`src/spring_force_eval_assert.svh`:
```
// assertion macros for the spring force evaluator
// used by the top level; needs nothing else
`ifndef SPRING_FORCE_EVAL_ASSERT_SVH
`define SPRING_FORCE_EVAL_ASSERT_SVH

// consequent holds in the same cycle as the antecedent
`define SFE_ASSERT_IMPLY(label, clk, rst_n, ante, cons) \
  label: assert property (@(posedge clk) disable iff (!(rst_n)) (ante) |-> (cons)) \
    else $error("sfe assertion failed");

// consequent holds after the antecedent, delayed by the dly argument
`define SFE_ASSERT_AFTER(label, clk, rst_n, ante, dly, cons) \
  label: assert property (@(posedge clk) disable iff (!(rst_n)) (ante) |-> ##(dly) (cons)) \
    else $error("sfe latency assertion failed");

`endif

```
`src/sfe_pkg.sv`:
```
// shared constants and types of the spring force evaluator
// no dependencies
`timescale 1ns / 1ps
`default_nettype none

package sfe_pkg;

  localparam int FracBitsDef = 16;
  localparam int MagW        = 32;  // magnitude of a position difference
  localparam int RootW       = 33;  // floored length of the difference vector
  localparam int MulLat      = 4;   // cycles through one fixed-point multiplier

  typedef struct packed {
    logic             cmd;
    logic             zero;
    logic             sx;
    logic             sy;
    logic [MagW-1:0]  mx;
    logic [MagW-1:0]  my;
    logic [30:0]      rest;
    logic [30:0]      k;
    logic [31:0]      damp;
    logic [31:0]      vx;
    logic [31:0]      vy;
  } side_t;

endpackage

`default_nettype wire

```
`src/sfe_div.sv`:
```
// pipelined restoring divider forming one signed unit-vector component
// depends on sfe_pkg
`timescale 1ns / 1ps
`default_nettype none

module sfe_div #(
  parameter int FRAC_BITS = sfe_pkg::FracBitsDef
) (
  input  wire logic                        clk_i,
  input  wire logic [sfe_pkg::MagW-1:0]    m_i,
  input  wire logic                        neg_i,
  input  wire logic [sfe_pkg::RootW-1:0]   len_i,
  output logic signed [FRAC_BITS+1:0]      q_o
);

  import sfe_pkg::*;

  // quotient never exceeds one, so it needs one integer bit
  localparam int QW = FRAC_BITS + 1;

  logic [RootW-1:0] rem_q [QW];
  logic [QW-1:0]    quo_q [QW];
  logic [RootW-1:0] len_q [QW];
  logic             neg_q [QW];
  logic signed [FRAC_BITS+1:0] q_q;

  for (genvar i = 0; i < QW; i++) begin : g_stage
    logic [RootW-1:0] rem_in;
    logic [QW-1:0]    quo_in;
    logic [RootW-1:0] len_in;
    logic             neg_in;
    logic             bit_in;
    logic [RootW:0]   cur;
    logic             ge;

    if (i == 0) begin : g_first
      assign rem_in = RootW'(m_i >> 1);
      assign quo_in = '0;
      assign len_in = len_i;
      assign neg_in = neg_i;
      assign bit_in = m_i[0];
    end else begin : g_next
      assign rem_in = rem_q[i-1];
      assign quo_in = quo_q[i-1];
      assign len_in = len_q[i-1];
      assign neg_in = neg_q[i-1];
      assign bit_in = 1'b0;
    end

    assign cur = {rem_in, bit_in};
    assign ge  = (cur >= {1'b0, len_in});

    always_ff @(posedge clk_i) begin
      rem_q[i] <= ge ? RootW'(cur - {1'b0, len_in}) : RootW'(cur);
      quo_q[i] <= {quo_in[QW-2:0], ge};
      len_q[i] <= len_in;
      neg_q[i] <= neg_in;
    end
  end

  always_ff @(posedge clk_i) begin
    q_q <= neg_q[QW-1] ? -$signed({1'b0, quo_q[QW-1]}) : $signed({1'b0, quo_q[QW-1]});
  end

  assign q_o = q_q;

endmodule

`default_nettype wire

```
`config.mk`:
```
export PLATFORM = sky130hd
export DESIGN_NAME = sfe_div
export DESIGN_NICKNAME = d
export VERILOG_FILES = /design/src/spring_force_eval_assert.svh /design/src/sfe_pkg.sv /design/src/sfe_div.sv
export SDC_FILE = /design/constraint.sdc
export NUM_CORES = 2
export LEC_CHECK = 0
export ABC_CLOCK_PERIOD_IN_PS = 4300
export BUFFER_PORTS_ARGS = -buffer_cell sky130_fd_sc_hd__buf_4
export CAP_MARGIN = 15
export CORE_ASPECT_RATIO = 0.6
export CORE_UTILIZATION = 30
export DETAILED_ROUTE_END_ITERATION = 12
export GPL_ROUTABILITY_DRIVEN = 0
export PLACE_DENSITY = 0.52
export SETUP_SLACK_MARGIN = 0.3
export SKIP_LAST_GASP = 1
export SLEW_MARGIN = 10
export SYNTH_ARGS = -nofsm -noshare
export SYNTH_HDL_FRONTEND = slang
export SYNTH_SLANG_ARGS = --single-unit
```
`constraint.sdc`:
```
create_clock -name clk_i -period 4.3 [get_ports clk_i]
set_clock_uncertainty 0.1 [all_clocks]
set_input_delay 0.43 -clock clk_i [delete_from_list [all_inputs] [get_ports clk_i]]
set_output_delay 0.43 -clock clk_i [all_outputs]
set_load 0.005 [all_outputs]
```
# Yosys cells after proc, flatten, opt, wreduce, memory -nomap -nowiden
# Memories as Yosys holds them, arrays and structs flattened.
# Cells that the tools add are included.
# word_totals
reg_bits	18
latch_bits	0
mem_bits_rw	1428
rom_bits	0
out_inout_bits	18
wordCells	59
mem_count	4
# op_classes
add_sub_neg	18
n_mul	0
div_mod_pow	0
magnitude_cmp	17
n_eq_ne	0
shift	0
mux	18
bitwise	0
n_reduce_logical	0
# mem_list
memory	words	word_bits	read_ports	rd_clocked_by_memory_dff	wr	line	rtl
len_q	17	33	16	0	17	sfe_div.sv:23	logic [RootW-1:0] len_q [QW];
rem_q	17	33	16	0	17	sfe_div.sv:21	logic [RootW-1:0] rem_q [QW];
quo_q	17	17	17	0	17	sfe_div.sv:22	logic [QW-1:0] quo_q [QW];
neg_q	17	1	17	0	17	sfe_div.sv:24	logic neg_q [QW];
# ops
operator	count
33-bit 2-to-1 mux	17
34-bit by 33-bit >= comparator with 1-bit output	16
33-bit subtractor	16
32-bit by 33-bit >= comparator with 1-bit output	1
32-bit by 33-bit subtractor with 33-bit output	1
17-bit negator with 18-bit output	1
17-bit 2-to-1 mux	1

# Depth between registers and ports, before layout
# An unclocked memory read counts as a cell.
# logic_depth
depth_word	3
ltp_mapped	16
ltp_nobuf	14

# Worst setup path after synthesis
# Ideal clock, no wire load.
# synth_timing
kind	register -> register
from	memory len_q[14][4] (netlist: len_q[0][466])
to	memory rem_q[15][5] (netlist: rem_q[0][500])
arrival_time_ns	3.422
required_ns	4.077
slack_ns	0.655
path_stages_with_launch	15
n_path_buf	1
path_cell_list	dfxtp_1 -> inv_1 -> ha_1 -> a211o_1 -> a21oi_2 -> a21oi_1 -> nor4_2 -> o31a_1 -> o21ai_1 -> a21o_1 -> a211o_1 -> a41o_1 -> a211oi_4 -> buf_6 -> mux2_1
# synth_lines
element	line
start: declaration	sfe_div.sv:23
end: declaration	sfe_div.sv:21

==> flow_metrics.py <==
metrics = {
    "power_and_ir_drop": {
        "ir_worst_vdd_mv": 0.432,
        "total_power_mw": 59.4,
        "p_leak_nw": 31.9,
        "p_per_area_nw_per_um2": 848,
    },
    "placed_design": {
        "dp.cells": 9135,
        "dp_slack_ns": 0.117,
        "port_buffers": 84,
        "place.detailed.hpwl_um": 119000,
        "placed_cell_area_um2": 63700,
    },
    "cts": {
        "cts_tree": "built",
        "cts_buffers": 130,
        "clockBufferDepth": 3,
        "worstSkewPairLatency_ns": 0.78,
        "clkTransAtPathRegs_ns": 0.06,
        "cts.htree.levels": 4,
        "cts.root.buffer_cell": "clkbuf_16",
        "cts.sinks": 1244,
    },
    "hold_path": {
        "worstHoldPathCells": 2,
        "hold_end": "len_q[0][18]",
        "min-delay-start": "len_i[18]",
        "hold_class": "in -> reg",
    },
    "sta": {
        "layout_setup_ws_ns": 0.335,
        "maxSlewHeadroom_pct": 34.9,
        "finalHoldWorstSlack_ns": 0.208,
        "fmax_ghz": 0.252,
        "layout_min_cycle_time_ns": 3.96,
        "finalHoldViolations": 0,
        "worstMarginPinSlew_ns": 0.969,
        "rsz0062_at_grt": "yes",
        "setup_viol": 0,
        "fin_setup_tns_ns": 0,
        "fin_crit_sh_pct": 92.2,
        "final_max_slew_viol_count": 0,
    },
    "global_route": {
        "grt_pass1_vias": 42100,
        "grt.overflow.total": 0,
        "groute.usage.overall_pct": 14.9,
        "grt_max_degree": 67,
        "antenna_found_initial": 6,
        "grt_pass1_wl_um": 237000,
    },
    "yosys": {
        "yosysSeqAreaShare_pct": 42.0,
        "syn_inst": 6485,
        "yosys-top-cells-area": "dfxtp_1, ha_1, a21oi_1",
        "ys_seq_elements": 1244,
        "yosys_warnings": 0,
        "ys_types": 85,
        "synth_largest_area_cell": "dfxtp_1",
        "synth_area_um2": 59300,
        "async_flop_share_pct": 0,
        "synth_edf_count": 0,
        "yosys_most_used_dff": "dfxtp_1",
        "synth.avg_cell_area_um2": 9.14,
        "syn-num-nets": 7128,
        "synth_top_cell_area_share_pct": 42.0,
    },
    "route": {
        "drt_iter0_drc": 4024,
        "vias": 45900,
        "ant_nets": 0,
        "routedWlPerCell_um": 16.4,
        "viasPerCell": 4.84,
        "wl_um": 155000,
        "drc": 0,
        "dr.pass1.iters": 5,
    },
    "setup_path": {
        "cp_slowest_stage_delay_ns": 0.62,
        "endpoint_kind": "flip-flop",
        "reg2reg_depth": 13,
        "r2r_end": "rem_q[0][251]",
        "reg2reg_from": "len_q[0][209]",
        "critPathRequiredTime_ns": 4.80,
        "path_cells": "dlygate4sd3_1, buf_4, inv_1, ha_1, o21ai_0, a21oi_1, o31ai_1, buf_4, a21oi_1, o31ai_1, a21oi_2, a21oi_4, buf_12, o21ai_0",
        "cp.arrival_ns": 4.46,
        "cp-start-kind": "input port",
        "reg2reg_slack_ns": 0.36,
        "critPathKind": "in -> reg",
        "crit_slowest_cell": "ha_1",
        "crit_fanout": 41,
    },
    "floorplan": {
        "std_cell_rows": 125,
        "die_h_um": 346,
        "die_w_um": 576,
        "start_util_pct": 30.4,
        "io-pin-count": 85,
        "core-area_um2": 195000,
        "dieArea_um2": 199000,
    },
    "run": {
        "cap_violations": 0,
    },
    "cells_and_area": {
        "design_area_um2": 70000,
        "stdcell_count": 9469,
        "nets": 7412,
        "finalCoreUtilization_pct": 35.9,
        "drive_gt1_share_pct": 10.9,
        "syn_to_final_growth_pct": 18.1,
    },
    "status": {
        "outcome": "complete, no violations",
    },
}
## synth_stat cells (20+ instances only)
library cell  number
a211o_1           20
o21a_1            69
xor2_1           179
nor3_1            79
and2_1            28
ha_1             560
mux2_2           165
or3_1             25
mux2_1            27
o21bai_1          88
dfxtp_1         1244
a21oi_1          518
a31oi_1           40
clkbuf_1         114
a211oi_1          33
nand3_1           97
nand2b_1          77
o31ai_1           53
nor2b_1           85
nor2_1           289
buf_2             25
a21o_1           240
o211ai_1          21
o21ai_0          497
and3_1            42
xnor2_1          289
inv_1            690
nand2_1          507
nand4_1           89
## sequential cells by signal, summed over array words and instances (netlist names)
signal	flops
rem_q	528
q_o	18
quo_q	153
len_q	528
neg_q	17
## per-layer routing
layer | track usage [%] | vias up | wire (um)
met2 | 17.5 | 1426 | 50300
met1 | 24.3 | 21200 | 85900
met5 | 0.502 | - | 141
met4 | 2.90 | 2 | 2010
met3 | 5.21 | 169 | 16700
li1 | - | 23000 | -
## power breakdown
part | switching [mW] | internal, mW | leakage, nW
combinational | 16.7 | 13.8 | 19.2
clock | 4.81 | 6.82 | 2.18
sequential | 1.95 | 15.3 | 10.5
## worst max path at each step
stage / startpoint / endpoint / slack, ns / depth (start not counted)
after detailed placement: len_q[0][466] / rem_q[0][497] / 0.12 / 14
after global placement: len_q[0][466] / rem_q[0][497] / 0.15 / 14
after global routing: len_q[0][100] / rem_q[0][163] / 0.26 / 14
after floorplan: len_q[0][466] / rem_q[0][500] / 0.65 / 14
after CTS: len_q[0][477] / rem_q[0][519] / 0.31 / 15
final: len_i[2] / rem_q[0][8] / 0.34 / 14
## timing repair
| action | CTS | global route |
|---|---|---|
| endpoints found under the setup margin | 100 | 319 |
| hold buffers | 66 | 0 |
| gates resized for setup | 11 | 130 |
| pin swaps | 7 | 39 |
| setup buffers | 6 | 18 |
| cloned | 1 | 14 |
| hold endpoints to repair | 67 | 0 |
## area by class of cell
cell class / count / area (um^2)
multi-input cells: 4405 / 31900
clock inverters: 45 / 701
repair buffers: 298 / 2880
fillers: 19800 / 125000
inverters: 690 / 2590
diodes: 10 / 25.0
clock buffers: 174 / 3730
well taps: 2603 / 3260
flip-flops and latches: 1244 / 24900
## kinds of logic after synthesis
kind of cell / Yosys count / share of synthesized area (%)
adders and majority gates: 576 / 12.4
and+or+nand+nor: 1398 / 11.2
DFF: 1244 / 42.0
AOI/OAI and AO/OA: 1760 / 18.3
xor gates and xnor gates: 468 / 6.91
muxes: 203 / 3.83
buffers and inverters: 836 / 5.38
## critical path, delay by kind of cell
kind / cells / cell delay, ns
buf+inv: 5 / 1.05
fa+ha+maj: 1 / 0.62
compound gates: 8 / 2.33
## layout by cell type, fill, tap and decap left out, types with 96 or more instances in the layout
| cell | count |
|---|---|
| o21ai_0 | 487 |
| mux2_2 | 160 |
| clkbuf_16 | 145 |
| ha_1 | 548 |
| nand3_1 | 96 |
| dfxtp_1 | 1240 |
| a21o_1 | 239 |
| inv_1 | 688 |
| xnor2_1 | 289 |
| nand2_1 | 507 |
| xor2_1 | 179 |
| buf_4 | 195 |
| a21oi_1 | 503 |
| nor2_1 | 286 |
Note: power is estimated with default switching activity, not from simulation.
